$ cat src/rtl/nmea_pkg.sv
`timescale 1ns / 1ps
// ----------------------------------------------------------------------------
// NMEA framer package
// Phase and status codes, state and result types, and the hex digit decoder
// shared by the framer modules.
// ----------------------------------------------------------------------------
package nmea_pkg;

	localparam int unsigned CHAR_W = 8;
	localparam int unsigned CFG_IDX_W = 1;

	// Reset values of the configuration registers.
	localparam logic [CHAR_W-1:0] START_CHAR_RESET = 8'd36;
	localparam logic [CHAR_W-1:0] CHECK_CHAR_RESET = 8'd42;

	// Configuration register indexes.
	localparam logic [CFG_IDX_W-1:0] CFG_START_CHAR = 1'd0;
	localparam logic [CFG_IDX_W-1:0] CFG_CHECK_CHAR = 1'd1;

	// Frame phase codes.
	localparam logic [2:0] PH_SEARCH = 3'd0;
	localparam logic [2:0] PH_DATA   = 3'd1;
	localparam logic [2:0] PH_HIGH   = 3'd2;
	localparam logic [2:0] PH_LOW    = 3'd3;
	localparam logic [2:0] PH_TERM1  = 3'd4;
	localparam logic [2:0] PH_TERM2  = 3'd5;
	localparam logic [2:0] PH_VALID  = 3'd6;
	localparam logic [2:0] PH_ERROR  = 3'd7;

	// Frame status codes.
	localparam logic [1:0] ST_BUSY = 2'd0;
	localparam logic [1:0] ST_OK   = 2'd1;
	localparam logic [1:0] ST_ERR  = 2'd2;

	typedef struct packed {
		logic [2:0]        phase;
		logic [CHAR_W-1:0] payload_xor;
		logic [3:0]        high_digit;
		logic              high_digit_ok;
	} frame_state_t;

	typedef struct packed {
		logic [1:0]        frame_status;
		logic              sentence_valid;
		logic [CHAR_W-1:0] running_checksum;
	} frame_result_t;

	// Decodes an ASCII hex digit; bit 4 is set when the character is a hex digit.
	function automatic logic [4:0] hex_decode(input logic [CHAR_W-1:0] c);
		logic [4:0] r;
		r = 5'd0;
		if (c >= 8'd48 && c <= 8'd57) begin
			r = {1'b1, 4'(c - 8'd48)};
		end else if (c >= 8'd65 && c <= 8'd70) begin
			r = {1'b1, 4'(c - 8'd55)};
		end else if (c >= 8'd97 && c <= 8'd102) begin
			r = {1'b1, 4'(c - 8'd87)};
		end
		return r;
	endfunction

endpackage

$ cat src/rtl/nmea_if.sv
`timescale 1ns / 1ps
// ----------------------------------------------------------------------------
// NMEA framer channels
// Valid/ready channels for received characters and for framer results.
// ----------------------------------------------------------------------------
interface nmea_in_if;
	logic       valid;
	logic       ready;
	logic [7:0] rx_byte;

	modport source (output valid, output rx_byte, input ready);
	modport sink   (input valid, input rx_byte, output ready);
endinterface

interface nmea_out_if;
	logic       valid;
	logic       ready;
	logic [1:0] frame_status;
	logic       sentence_valid;
	logic [7:0] running_checksum;

	modport source (output valid, output frame_status, output sentence_valid,
		output running_checksum, input ready);
	modport sink   (input valid, input frame_status, input sentence_valid,
		input running_checksum, output ready);
endinterface

$ cat src/rtl/nmea_step.sv
`timescale 1ns / 1ps
// ----------------------------------------------------------------------------
// NMEA framer step logic
// Computes the next frame state and the result for one received character.
// ----------------------------------------------------------------------------
module nmea_step
	import nmea_pkg::*;
(
	input  frame_state_t        cur,
	input  logic [CHAR_W-1:0]   rx_byte,
	input  logic [CHAR_W-1:0]   start_char,
	input  logic [CHAR_W-1:0]   check_char,
	output frame_state_t        nxt,
	output frame_result_t       res
);

	logic [4:0] hex;
	logic       match;

	assign hex = hex_decode(rx_byte);
	assign match = hex[4] && cur.high_digit_ok &&
		(cur.high_digit == cur.payload_xor[7:4]) && (hex[3:0] == cur.payload_xor[3:0]);

	always_comb begin
		nxt = cur;
		res.frame_status = ST_BUSY;
		unique case (cur.phase)
			PH_DATA: begin
				if (rx_byte == check_char) begin
					nxt.phase = PH_HIGH;
				end else begin
					nxt.payload_xor = cur.payload_xor ^ rx_byte;
				end
			end
			PH_HIGH: begin
				nxt.high_digit_ok = hex[4];
				nxt.high_digit    = hex[3:0];
				nxt.phase         = PH_LOW;
			end
			PH_LOW: begin
				if (match) begin
					nxt.phase = PH_TERM1;
				end else begin
					nxt.phase        = PH_ERROR;
					res.frame_status = ST_ERR;
				end
			end
			PH_TERM1: begin
				nxt.phase = PH_TERM2;
			end
			PH_TERM2: begin
				nxt.phase        = PH_VALID;
				res.frame_status = ST_OK;
			end
			default: begin
				// Search, and the byte after a valid or failed sentence.
				if (rx_byte == start_char) begin
					nxt.phase       = PH_DATA;
					nxt.payload_xor = '0;
				end else begin
					nxt.phase = PH_SEARCH;
				end
			end
		endcase
		res.sentence_valid   = (nxt.phase == PH_VALID);
		res.running_checksum = nxt.payload_xor;
	end

endmodule

$ cat src/rtl/nmea_out_stage.sv
`timescale 1ns / 1ps
// ----------------------------------------------------------------------------
// NMEA framer output register
// Holds one result item for the receiver and tells the input side when a new
// result can be loaded.
// ----------------------------------------------------------------------------
module nmea_out_stage
	import nmea_pkg::*;
(
	input  logic              clk,
	input  logic              arst_n,
	input  logic              load,
	input  frame_result_t     res,
	output logic              can_load,
	nmea_out_if.source        out_ch
);

	logic          valid_q;
	frame_result_t res_q;

	// A new result may enter when the register is empty or drains this cycle.
	assign can_load = !valid_q || out_ch.ready;

	always_ff @(posedge clk or negedge arst_n) begin
		if (!arst_n) begin
			valid_q <= 1'b0;
		end else if (can_load) begin
			valid_q <= load;
		end
	end

	always_ff @(posedge clk) begin
		if (load && can_load) begin
			res_q <= res;
		end
	end

	assign out_ch.valid            = valid_q;
	assign out_ch.frame_status     = res_q.frame_status;
	assign out_ch.sentence_valid   = res_q.sentence_valid;
	assign out_ch.running_checksum = res_q.running_checksum;

endmodule

$ cat src/rtl/nmea_sentence_checksum_framer.sv
`timescale 1ns / 1ps
// ----------------------------------------------------------------------------
// NMEA sentence checksum framer
// Frames NMEA 0183 style sentences from a character stream and checks the
// two hex digit checksum against the XOR of the payload.
// ----------------------------------------------------------------------------
// Each input item on in_ch is one received character. For every accepted
// item the block returns exactly one result item on out_ch: the frame status
// (busy, sentence OK, or checksum error), a flag that is high while the
// framer sits in the valid-sentence state, and the running payload XOR.
// The start and checksum marker characters are set through the write port
// (index 0 and index 1); the user must do so only while the block is idle,
// which the block itself does not enforce. A result appears on out_ch the
// cycle after its item is accepted. The block takes one item per cycle
// while the receiver takes results, a rate set by the single output register
// that follows the step logic. When the receiver stalls, the output register
// holds its result and in_ch stays ready only if that result is taken in the
// same cycle; no item is lost or repeated. Reset empties the output register,
// restores the marker characters to '$' and '*', and puts the framer in start
// search with a cleared checksum.
// ----------------------------------------------------------------------------
module nmea_sentence_checksum_framer
	import nmea_pkg::*;
(
	input  logic                 clk,
	input  logic                 arst_n,
	input  logic                 cfg_we,
	input  logic [CFG_IDX_W-1:0] cfg_index,
	input  logic [CHAR_W-1:0]    cfg_wdata,
	nmea_in_if.sink              in_ch,
	nmea_out_if.source           out_ch
);

	logic [CHAR_W-1:0] start_char_q;
	logic [CHAR_W-1:0] check_char_q;
	frame_state_t      state_q;
	frame_state_t      state_nxt;
	frame_result_t     step_res;
	logic              can_load;
	logic              accept;

	// Registers: the user must write only while the framer is idle; unenforced.
	always_ff @(posedge clk or negedge arst_n) begin
		if (!arst_n) begin
			start_char_q <= START_CHAR_RESET;
			check_char_q <= CHECK_CHAR_RESET;
		end else if (cfg_we) begin
			unique case (cfg_index)
				CFG_START_CHAR: start_char_q <= cfg_wdata;
				CFG_CHECK_CHAR: check_char_q <= cfg_wdata;
				default: ;
			endcase
		end
	end

	// An item is taken whenever the output register can accept its result.
	assign in_ch.ready = can_load;
	assign accept      = in_ch.valid && can_load;

	// Frame state advances once per accepted character.
	always_ff @(posedge clk or negedge arst_n) begin
		if (!arst_n) begin
			state_q <= '{phase: PH_SEARCH, payload_xor: '0, high_digit: '0,
				high_digit_ok: 1'b0};
		end else if (accept) begin
			state_q <= state_nxt;
		end
	end

	nmea_step u_step (
		.cur        (state_q),
		.rx_byte    (in_ch.rx_byte),
		.start_char (start_char_q),
		.check_char (check_char_q),
		.nxt        (state_nxt),
		.res        (step_res)
	);

	nmea_out_stage u_out (
		.clk      (clk),
		.arst_n   (arst_n),
		.load     (in_ch.valid),
		.res      (step_res),
		.can_load (can_load),
		.out_ch   (out_ch)
	);

endmodule

$ cat src/flat_wrapper.sv
// flat-port wrapper written by rule: the top's interface ports become plain ports
module nmea_sentence_checksum_framer_flat import nmea_pkg::*;
  (clk, arst_n, cfg_we, cfg_index, cfg_wdata, in_ch_valid, in_ch_rx_byte, in_ch_ready, out_ch_valid, out_ch_frame_status, out_ch_sentence_valid, out_ch_running_checksum, out_ch_ready);
  nmea_in_if in_ch_i ();
  nmea_out_if out_ch_i ();
  input  logic clk;
  input  logic arst_n;
  input  logic cfg_we;
  input  logic [CFG_IDX_W-1:0] cfg_index;
  input  logic [CHAR_W-1:0] cfg_wdata;
  input wire logic [$bits(in_ch_i.valid)-1:0] in_ch_valid;
  input wire logic [$bits(in_ch_i.rx_byte)-1:0] in_ch_rx_byte;
  output wire logic [$bits(in_ch_i.ready)-1:0] in_ch_ready;
  output wire logic [$bits(out_ch_i.valid)-1:0] out_ch_valid;
  output wire logic [$bits(out_ch_i.frame_status)-1:0] out_ch_frame_status;
  output wire logic [$bits(out_ch_i.sentence_valid)-1:0] out_ch_sentence_valid;
  output wire logic [$bits(out_ch_i.running_checksum)-1:0] out_ch_running_checksum;
  input wire logic [$bits(out_ch_i.ready)-1:0] out_ch_ready;
  assign in_ch_i.valid = in_ch_valid;
  assign in_ch_i.rx_byte = in_ch_rx_byte;
  assign in_ch_ready = in_ch_i.ready;
  assign out_ch_valid = out_ch_i.valid;
  assign out_ch_frame_status = out_ch_i.frame_status;
  assign out_ch_sentence_valid = out_ch_i.sentence_valid;
  assign out_ch_running_checksum = out_ch_i.running_checksum;
  assign out_ch_i.ready = out_ch_ready;
  nmea_sentence_checksum_framer u_core (.clk(clk), .arst_n(arst_n), .cfg_we(cfg_we), .cfg_index(cfg_index), .cfg_wdata(cfg_wdata), .in_ch(in_ch_i), .out_ch(out_ch_i));
endmodule
$ cat config.mk
export PLATFORM = sky130hd
export DESIGN_NAME = nmea_sentence_checksum_framer_flat
export DESIGN_NICKNAME = d
export VERILOG_FILES = /design/src/rtl/nmea_pkg.sv /design/src/rtl/nmea_if.sv /design/src/rtl/nmea_step.sv /design/src/rtl/nmea_out_stage.sv /design/src/rtl/nmea_sentence_checksum_framer.sv /design/src/flat_wrapper.sv
export SDC_FILE = /design/constraint.sdc
export NUM_CORES = 1
export LEC_CHECK = 0
export BUFFER_PORTS_ARGS = -buffer_cell sky130_fd_sc_hd__buf_2
export CORE_UTILIZATION = 50
export CTS_CLUSTER_SIZE = 28
export DETAILED_ROUTE_END_ITERATION = 6
export PLACE_DENSITY = 0.8
export SYNTH_ARGS = -nofsm -noshare
export SYNTH_HDL_FRONTEND = slang
export SYNTH_SLANG_ARGS = --single-unit
$ cat constraint.sdc
create_clock -name clk -period 2 [get_ports clk]
set_clock_uncertainty 0.05 [all_clocks]
set_input_delay 0.4 -clock clk [delete_from_list [all_inputs] [get_ports clk]]
set_output_delay 0.4 -clock clk [all_outputs]
set_load 0.05 [all_outputs]
==> results of run 1 <==
[power by group]
group / internal, W / leakage (nW) / total (W) / switching [W]
Clock: 0.000364 / 0.0532 / 0.000664 / 0.000300
Sequential: 0.00121 / 0.499 / 0.00148 / 0.000273
Combinational: 0.000577 / 0.820 / 0.00131 / 0.000737
Total: 0.00215 / 1.37 / 0.00346 / 0.00131
[placed cells by master (no fill, tap or decap), types with 3 or more instances in the layout]
| master | n |
|---|---|
| xor2_1 | 11 |
| dfrtp_1 | 27 |
| clkinv_1 | 3 |
| o21ai_1 | 8 |
| mux2_2 | 16 |
| buf_4 | 28 |
| o21ai_0 | 6 |
| nand2_1 | 18 |
| and2_1 | 3 |
| o31ai_1 | 10 |
| xnor2_1 | 10 |
| o2bb2ai_1 | 6 |
| edfxtp_1 | 11 |
| inv_1 | 4 |
| a21oi_1 | 18 |
| mux2i_1 | 8 |
| buf_2 | 31 |
| nor2_1 | 14 |
| dfstp_2 | 5 |
| nand2b_1 | 4 |
| clkbuf_8 | 5 |
| buf_6 | 5 |
[layout make-up]
cell class / instances / area, um2
inverters: 5 / 18.8
repair buffers: 68 / 487
well taps: 67 / 83.8
flip-flops and latches: 44 / 1160
fillers: 381 / 1540
multi-input cells: 179 / 1390
clock inverters: 3 / 37.5
clock buffers: 5 / 68.8
[kinds of logic after synthesis]
group           Yosys count  synth area share
flops                    44             0.461
compound gates           67             0.177
buf+inv                  20            0.0313
simple gates             62             0.131
mux                      24             0.103
fa+ha+maj                 4            0.0199
xor+xnor                 22            0.0765
[state kept, by name (all words and copies together), names as in the netlist]
name / count
u_core.check_char_q: 8
u_core.u_out.out_ch.running_checksum: 8
u_core.state_q: 16
u_core.u_out.out_ch.sentence_valid: 1
u_core.u_out.out_ch.valid: 1
u_core.start_char_q: 8
u_core.u_out.out_ch.frame_status: 2
[final timing paths]
path                                    start                             endpoint  slack, ns  depth (start not counted)
max                          in_ch_rx_byte[3]  u_core.u_out.out_ch.frame_status[1]      -0.14                          7
min                               in_ch_valid            u_core.u_out.out_ch.valid       0.26                          2
max reg2reg                u_core.state_q[10]  u_core.u_out.out_ch.frame_status[1]       0.08                          5
min reg2reg                 u_core.state_q[0]                    u_core.state_q[0]       0.44                          2
max in group asynchronous              arst_n               u_core.start_char_q[2]       0.82                          3
min in group asynchronous              arst_n                    u_core.state_q[9]       0.51                          2
[per-layer routing]
metal	track usage	wire, um	vias to the layer above
met4	0.0937	82	0
li1	-	-	1006
met3	0.0414	260	11
met5	0	0	-
met1	0.283	2380	992
met2	0.421	3110	69
[metrics by stage]
step / hold WS (ns) / total power [W]
after floorplan: 0.0544 / 0.00232
after global placement: 0.313 / 0.00262
after detailed placement: 0.318 / 0.00267
after CTS: 0.262 / 0.00335
after global routing: 0.265 / 0.00365
final: 0.262 / 0.00346
[worst max-delay path, delay by kind of cell]
| kind | cells | cell delay, ns |
|---|---|---|
| AOI/OAI and AO/OA | 3 | 0.66 |
| and+or+nand+nor | 3 | 0.99 |
| buffers and inverters | 1 | 0.10 |
[what timing repair did]
item,in CTS,in global routing
setup buffers,2,1
gates cloned,0,1
pin swaps,4,6
resized for setup,7,28
hold buffers,1,0
hold endpoints to repair,12,0
endpoints found under the setup margin,3,19
==> metrics.cfg, run 1 <==
[global_route]
grt_pass1_vias=2080
grt_antenna_before_repair=0
grt_pass1_wl_um=9470
grt_overflow=0
grt_usage=0.237
grt_max_degree=25

[sta]
max_freq_mhz=467
hold_viol_final=0
rsz0062_at_grt=true
fin_tns_setup_ns=-0.234
min_period_over_period=1.07
slew_viol_final=0
fin_ws_ns=-0.140
worst-slew-pin-transition_ns=0.431
slew_headroom=0.712
setup_viol=3
period_minus_slack_ns=2.14

[layout]
antenna_cells=0
fin_cells=371
postLayoutCoreUtil=0.678
drive_above_1_share=0.388
nNetsFinal=329
fin_area_um2=3240
area_growth_pct=28.7

[yosys]
synth_common_cells=dfrtp_1, a21oi_1, nand2_1
synth_ff_type=dfrtp_1
synth_seq_cells=44
yosysTopAreaCell=dfrtp_1
synth_top_area_frac=0.278
syn_area_um2=2520
yosysMostFrequentCell=dfrtp_1
avgSynthCellArea_um2=10.4
synth_edf_count=11
synthTopCellsByArea=dfrtp_1, edfxtp_1, mux2_2
yosys_warnings=0
yosys.cell_types.count=44
yosysSeqAreaShare=0.461
netlist_instances=243
syn_nets=269
ys_async_sr_fraction=0.750

[floorplan]
initial_core_util=0.527
die_h_um=73.0
coreArea_um2=4790
die-area_um2=5330
io_pins=35
num_rows=25
dieWidth_um=73.0

[placed_design]
placedCellCount=358
place_area_um2=2980
gp_congestion=0.860
io_buffers=34
place_ws_ns=-0.440
hpwl_um=4160

[run_status]
failed_checks=setup timing
outcome=complete, but fails checks

[run]
drv_cap=0

[clock_tree]
insertion_delay_ns=0.30
numCtsBuffers=5
path_clk_slew_ns=0.08
htree_levels=2
cts_tree=built
numClockSinks=44
cts_root_buf=clkbuf_8
clock_path_buffers=2

[setup_path]
cp.required_ns=1.99
critPathLaunchType=input pin
cpPeakStageDelay_ns=0.55
worst_path_max_delay_cell=or4b_4
crit_path_max_fanout=4
cp_cell_sequence=buf_6, or4b_4, a21oi_4, a21boi_2, or3_4, a2111oi_4, nor3_1
crit_path_end_kind=flop
crit_arrival_ns=2.13
path_class=input pin to flop

[power]
leakagePower_nw=1.37
powerDensity_nw_per_um2=1070
irDropWorstVdd_mv=0.537

[min_path]
min_path_type=input pin to flop

[route]
drtAntennaViolNets=0
wirelength_um=5830
drt_iter0_markers=129
vias=2078
drtPass1Iterations=4
drc_errors=0
vias_per_cell=5.60
wl_per_cell_um=15.7

Power figures use the tool's default switching activity.
==> run 2, diff against run 1 <==
Settings changed: ABC_AREA set to 1, PLACE_DENSITY 0.8 to unset, PLACE_DENSITY_LB_ADDON set to 0.15.
==> run 2 against run 1 <==
  * The flow now finishes without violations
  * Maximum frequency up 13%
  * Register-to-register slack better by 0.04 ns
  * Area after synthesis down 1.3%
  * Clock-buffer cell count up 1
  * Synthesized cell count up 26%
  * First-iteration DRC count down 20%
  * Global-route usage down 2.0 points
  * Worst hold slack worse by 0.14 ns
  * Via count up 0.53%
  * Flip-flop and latch count unchanged
  * Largest cell class unchanged
==> metrics.cfg, run 2 <==
[run_status]
outcome=completed

[sta]
slew_viol_final=0  ; unchanged
hold_viol_final=0  ; unchanged
max_freq_mhz=526  ; +13%
setup_viol=0  ; -3
worst-slew-pin-transition_ns=0.771  ; +0.339 ns
min_period_over_period=0.950  ; -0.120
period_minus_slack_ns=1.90  ; -0.239 ns
rsz0062_at_grt=true
slew_headroom=0.486  ; -0.226

[layout]
layout_commonest_cell=nand2_1
postLayoutCoreUtil=0.643  ; -0.0353
regMostFlops=u_core.state_q
largest_register_ffs=16  ; unchanged
n_fill_cell=433  ; +14%
ff_latch_area_um2=1160  ; -0.11%
fin_cells=428  ; +15%
antenna_cells=0  ; unchanged
multi_input_area_um2=1190  ; -14%
area_growth_pct=22.8
nNetsFinal=386  ; +17%
mostFrequentLayoutCells=nand2_1, o21ai_0, inv_1, buf_2, nand3_1
drive_above_1_share=0.283  ; -0.106

[yosys]
synthTopCellsByArea=dfrtp_1, edfxtp_1, nand2_1
ys_async_sr_fraction=0.750  ; unchanged
syn_nets=332  ; +23%
avgSynthCellArea_um2=8.13  ; -22%
synth_edf_count=11  ; unchanged
yosysTopAreaCell=dfrtp_1
synth_seq_cells=44  ; unchanged
syn_area_um2=2490  ; -1.3%
yosysSeqAreaShare=0.467  ; +0.00603
synth_common_cells=nand2_1, o21ai_0, inv_1
netlist_instances=306  ; +26%
yosys.cell_types.count=33  ; -25%
yosys_warnings=0  ; unchanged
synth_ff_type=dfrtp_1
yosysMostFrequentCell=nand2_1
synth_top_area_frac=0.282  ; +0.00364

[setup_path]
path_class=input pin to flop
crit_arrival_ns=2.03  ; -0.10 ns
critPathLaunchType=input pin
cp.required_ns=2.13  ; +0.14 ns
crit_path_end_kind=flop
crit_path_max_fanout=8  ; +4

[power]
leakagePower_nw=1.44  ; +4.9%
powerDensity_nw_per_um2=1030  ; -3.4%
irDropWorstVdd_mv=0.469  ; -13%

[route]
vias=2089  ; +0.53%
drc_errors=0  ; unchanged
drtAntennaViolNets=0  ; unchanged
wirelength_um=5230  ; -10%
vias_per_cell=4.88  ; -13%
wl_per_cell_um=12.2  ; -22%
drtPass1Iterations=4  ; unchanged
drt_iter0_markers=103  ; -20%

[clock_tree]
cts_root_buf=clkbuf_8
insertion_delay_ns=0.30  ; about the same
path_clk_slew_ns=0.08  ; about the same
cts_tree=built
clock_path_buffers=2  ; unchanged
numCtsBuffers=5  ; unchanged
htree_levels=2  ; unchanged
numClockSinks=44  ; unchanged

[floorplan]
coreArea_um2=4750  ; -0.65%
io_pins=35  ; unchanged
die-area_um2=5260  ; -1.3%
dieWidth_um=72.5  ; -0.63%
initial_core_util=0.523  ; -0.00338
num_rows=25  ; unchanged
die_h_um=72.5  ; -0.63%

[global_route]
grt_antenna_before_repair=0  ; unchanged
grt_overflow=0  ; unchanged
grt_usage=0.217  ; -0.0199
grt_pass1_wl_um=8620  ; -9.0%
grt_pass1_vias=1853  ; -11%
grt_max_degree=34  ; +36%

[placed_design]
hpwl_um=3810  ; -8.5%
io_buffers=34  ; unchanged
gp_congestion=0.853  ; -0.83%
placedCellCount=418  ; +17%

[run]
drv_cap=0  ; unchanged

[min_path]
min_path_type=input pin to asynchronous set/reset pin

==> run 2: changes by cell type in the layout (fill, tap and decap cells not counted), sizes merged, moves of 4 or more <==
cell	previous run	this run
nand2	18	78
inv	4	40
nand3	1	33
o21ai	16	46
a21oi	19	3
mux2	16	0
buf	67	55
o31ai	10	0
mux2i	8	0
o2bb2ai	8	0
nand2b	6	0
xnor2	11	7
==> run 2: routing by layer <==
layer | part of all wire | wire length [um] | up-vias | track usage
li1 | - | - | 1097 | -
met5 | 0 | 0 | - | 0
met4 | 0.022 | 116 | 0 | 0.0763
met1 | 0.49 | 2540 | 926 | 0.297
met3 | 0.034 | 179 | 13 | 0.0417
met2 | 0.46 | 2400 | 53 | 0.344
==> run 2: final cells by class <==
type / instances / area share
Timing Repair Buffer: 56 / 0.124
Inverter: 41 / 0.0512
Tap cell: 67 / 0.0274
Multi-Input combinational cell: 212 / 0.390
Clock buffer: 6 / 0.0238
Clock inverter: 2 / 0.00369
Sequential cell: 44 / 0.380
==> run 2: power by group <==
group	internal (W)	total [W]	leakage (nW)	switching, W
registers	0.00120	0.00136	0.519	0.000167
logic	0.000448	0.00125	0.881	0.000802
clock network	0.000242	0.000534	0.0388	0.000292
total	0.00189	0.00315	1.44	0.00126
==> run 2: stage by stage <==
stage	setup TNS [ns]	total power (W)	cell area, um2	hold slack (ns)	setup WS, ns
after floorplan	0	0.00223	2490	0.0544	0.00242
after global placement	-2.81	0.00251	2870	0.424	-0.205
after detailed placement	-2.35	0.00253	2870	0.429	-0.239
after CTS	0	0.00307	2960	0.136	0.0617
after global routing	-0.0407	0.00336	3060	0.173	-0.0261
final	0	0.00315	3060	0.126	0.0993
==> run 2: cell families (layout without fill, tap and decap cells) <==
kind of cell / count (synthesis) / in the layout / share of synthesized area
adders and majority gates: 4 / 4 / 0.0201
and+or+nand+nor: 136 / 137 / 0.246
AOI/OAI and AO/OA: 52 / 52 / 0.115
DFF: 44 / 44 / 0.467
xor gates and xnor gates: 19 / 19 / 0.0669
buffers and inverters: 51 / 105 / 0.0840
==> run 2: what timing repair did <==
item | in CTS | in global routing
setup buffers | 0 | 1
resized for setup | 0 | 20
hold buffers | 0 | 0
endpoints found under the setup margin | 0 | 19
==> run 2: final timing paths <==
kind,startpoint,endpoint,slack (ns),cells after the start
min,arst_n,u_core.state_q[5],0.13,1
max reg2reg,u_core.start_char_q[5],u_core.state_q[8],0.12,9
max in group asynchronous,arst_n,u_core.state_q[6],1.29,1
min in group clk,cfg_wdata[3],u_core.check_char_q[3],0.28,3
min reg2reg,u_core.state_q[0],u_core.state_q[0],0.44,2
max,in_ch_rx_byte[1],u_core.state_q[14],0.1,15
==> run 2: worst max-delay path: stages <==
cell      delay [ns]
clkbuf_4        0.15
buf_12          0.13
buf_4           0.12
nand4_1         0.13
nand3_4         0.10
o21ai_4         0.23
nand2_1         0.08
nor2_1          0.12
nand2_1         0.09
nor2_2          0.13
nand2_2         0.07
nand2_2         0.08
nand3_1         0.07
nand2_1         0.06
o21ai_1         0.06
==> run 3, diff against run 2 <==
Settings changed: SYNTH_HIERARCHICAL set to 1.
==> run 3 against run 2 <==
  * Worst setup slack worse by 0.020 ns
  * Register-to-register slack worse by 0.04 ns
  * Combinational power is 20% lower
  * Final area is 3.6% higher
  * Largest cell class unchanged
==> metrics.cfg, run 3 <==
[run_status]
outcome=completed

[global_route]
grt_usage=0.217  ; +0.000233
grt_pass1_wl_um=9310  ; +8.0%
grt_max_degree=34  ; unchanged
grt_overflow=0  ; unchanged
grt_pass1_vias=2081  ; +12%
grt_antenna_before_repair=0  ; unchanged

[setup_path]
crit_path_end_kind=flop
path_common_cell=nand2_2
crit_path_max_fanout=5  ; -3
crit_buf_inv=1  ; -2
cpPeakStageDelay_ns=0.57  ; +0.34 ns
worst_path_max_delay_cell=dfstp_2
cp_cell_sequence=xnor2_2, nand4_1, or2_1, a21boi_2, buf_4, nand2_2, nand2_2, o31ai_2
path_class=flop to flop
cp.required_ns=1.99  ; -0.14 ns
crit_arrival_ns=1.91  ; -0.12 ns
path_delay_family=flip-flops
critPathLaunchType=flop

[yosys]
syn_nets=365  ; +9.9%
synth_common_cells=nand2_1, nand3_1, dfrtp_1
syn_area_um2=2730  ; +9.6%
synth_edf_count=11  ; unchanged
ys_async_sr_fraction=0.750  ; unchanged
yosysTopAreaCell=dfrtp_1
yosys.cell_types.count=34  ; +3.0%
synth_ff_type=dfrtp_1
yosysSeqAreaShare=0.426  ; -0.0410
yosysMostFrequentCell=nand2_1
yosys_warnings=6  ; +6
netlist_instances=339  ; +11%
synthTopCellsByArea=dfrtp_1, nand2_1, edfxtp_1
synth_seq_cells=44  ; unchanged
avgSynthCellArea_um2=8.04  ; -1.1%
synth_top_area_frac=0.257  ; -0.0247

[clock_tree]
insertion_delay_ns=0.29  ; about the same
post-cts-setup-buffers=0  ; unchanged
numCtsBuffers=5  ; unchanged
post_cts_resized=0  ; unchanged
numClockSinks=44  ; unchanged
path_clk_slew_ns=0.08  ; about the same
clock_path_buffers=2  ; unchanged
htree_levels=2  ; unchanged
cts_tree=built
cts_root_buf=clkbuf_8
ctsHoldBuffers=0  ; unchanged

[layout]
drive_above_1_share=0.279  ; -0.00390
antenna_cells=0  ; unchanged
multi_input_area_um2=1350  ; +14%
regMostFlops=u_core/state_q
nNetsFinal=409  ; +6.0%
layout_commonest_cell=nand2_1
mostFrequentLayoutCells=nand2_1, nand3_1, buf_2, dfrtp_1
n_fill_cell=472  ; +9.0%
largest_register_ffs=16  ; unchanged
postLayoutCoreUtil=0.612  ; -0.0306
ff_latch_area_um2=1160  ; unchanged
area_growth_pct=16.1

[sta]
worst-slew-pin-transition_ns=0.444  ; -0.327 ns
hold_viol_final=0  ; unchanged
setup_viol=0  ; unchanged
hold_slack_ns=0.0748  ; -0.0507 ns
rsz0062_at_grt=true
slew_headroom=0.704  ; +0.218
min_period_over_period=0.960  ; +0.0100
slew_viol_final=0  ; unchanged
fin_ws_ns=0.0792  ; -0.0201 ns
period_minus_slack_ns=1.92  ; +0.0201 ns
max_freq_mhz=521  ; -1.0%
fin_tns_setup_ns=0  ; unchanged

[route]
vias=2276  ; +9.0%
drtPass1Iterations=4  ; unchanged
wl_per_cell_um=12.4  ; +1.9%
vias_per_cell=5.01  ; +2.7%
wirelength_um=5650  ; +8.1%
drt_iter0_markers=151  ; +47%
drtAntennaViolNets=0  ; unchanged
drc_errors=0  ; unchanged

[power]
clockPowerShare=0.195  ; +0.025
seqPwrFrac=0.452  ; +0.019
p_sw_frac=0.382  ; -0.0191
power.switching_w=0.00108  ; -14%
intPower_w=0.00175  ; -7.1%
leakagePower_nw=1.59  ; +10%
power_frac_comb=0.354  ; -0.043
irDropWorstVdd_mv=0.414  ; -12%
total_power_w=0.00283  ; -10%
powerDensity_nw_per_um2=895  ; -13%

[floorplan]
dieWidth_um=75.8  ; +4.6%
initial_core_util=0.527  ; +0.00393
num_rows=26  ; +4.0%
io_pins=35  ; unchanged
die-area_um2=5750  ; +9.3%
coreArea_um2=5170  ; +8.8%
die_h_um=75.8  ; +4.6%

[placed_design]
place_ws_ns=-0.223  ; +0.0163 ns
io_buffers=34  ; unchanged
gp_congestion=0.893  ; +4.7%
hpwl_um=4260  ; +12%

[min_path]
min_path_type=input pin to asynchronous set/reset pin

[run]
drv_cap=0  ; unchanged

## run 3: changes by cell type in the layout (fill, tap and decap cells not counted), sizes merged, moves of 2 or more
cell,delta
nor4,-2
xor2,-5
o21ai,-38
a31oi,-2
inv,-11
nand4,+6
clkinv,+2
nand3,+13
buf,+2
xnor2,+9
nor2,-9
nand2,+52
o22ai,+3
## run 3: power by group through the flow
| stage | combinational (W) | clock (W) | sequential (W) |
|---|---|---|---|
| after global placement | 0.000964 | 0 | 0.00129 |
| after CTS | 0.000985 | 0.000567 | 0.00128 |
| after global routing | 0.00112 | 0.000601 | 0.00131 |
| after floorplan | 0.000730 | 0 | 0.00141 |
| final | 0.00100 | 0.000551 | 0.00128 |
| after detailed placement | 0.000982 | 0 | 0.00129 |
## run 3: path summary, 6_finish.rpt
path / start / cells past startpoint / endpoint / slack, ns
min in group clk: cfg_wdata[5] / 3 / u_core/check_char_q[5] / 0.28
min reg2reg: u_core/check_char_q[1] / 2 / u_core/check_char_q[1] / 0.43
max in group asynchronous: arst_n / 2 / u_core/start_char_q[2] / 1.47
max reg2reg: u_core/start_char_q[2] / 8 / u_core/u_out/out_ch.running_checksum[1] / 0.08
max: u_core/start_char_q[2] / 8 / u_core/u_out/out_ch.running_checksum[1] / 0.08
min: arst_n / 2 / u_core/state_q[5] / 0.07
## run 3: metrics by stage
stage / instances / cell area, um2
3_5_place_dp: 446 / 3050
6_report: 454 / 3170
5_1_grt: 454 / 3170
3_3_place_gp: 446 / 3050
2_1_floorplan: 339 / 2830
4_1_cts: 454 / 3140
## run 3: kinds of logic (layout without fill, tap and decap cells)
kind of cell	Yosys count	in the layout	share of synthesized area
xor+xnor	23	23	0.0739
compound gates	20	20	0.0441
fa+ha+maj	4	4	0.0184
flops	44	44	0.426
buf+inv	51	96	0.106
simple gates	197	197	0.332
## run 3: metal layers
metal / global-route usage / vias to the layer above / part of all wire
met1: 0.273 / 1055 / 0.47
met5: 0 / - / 0
li1: - / 1168 / -
met4: 0.0370 / 0 / 0
met2: 0.390 / 53 / 0.49
met3: 0.0410 / 0 / 0.045
## run 3: final cells by class
cell class	count	share of cell area
Multi-Input combinational cell	244	0.427
Tap cell	70	0.0277
Timing Repair Buffer	58	0.111
Clock buffer	5	0.0217
Inverter	30	0.0387
Clock inverter	3	0.00593
Sequential cell	44	0.367
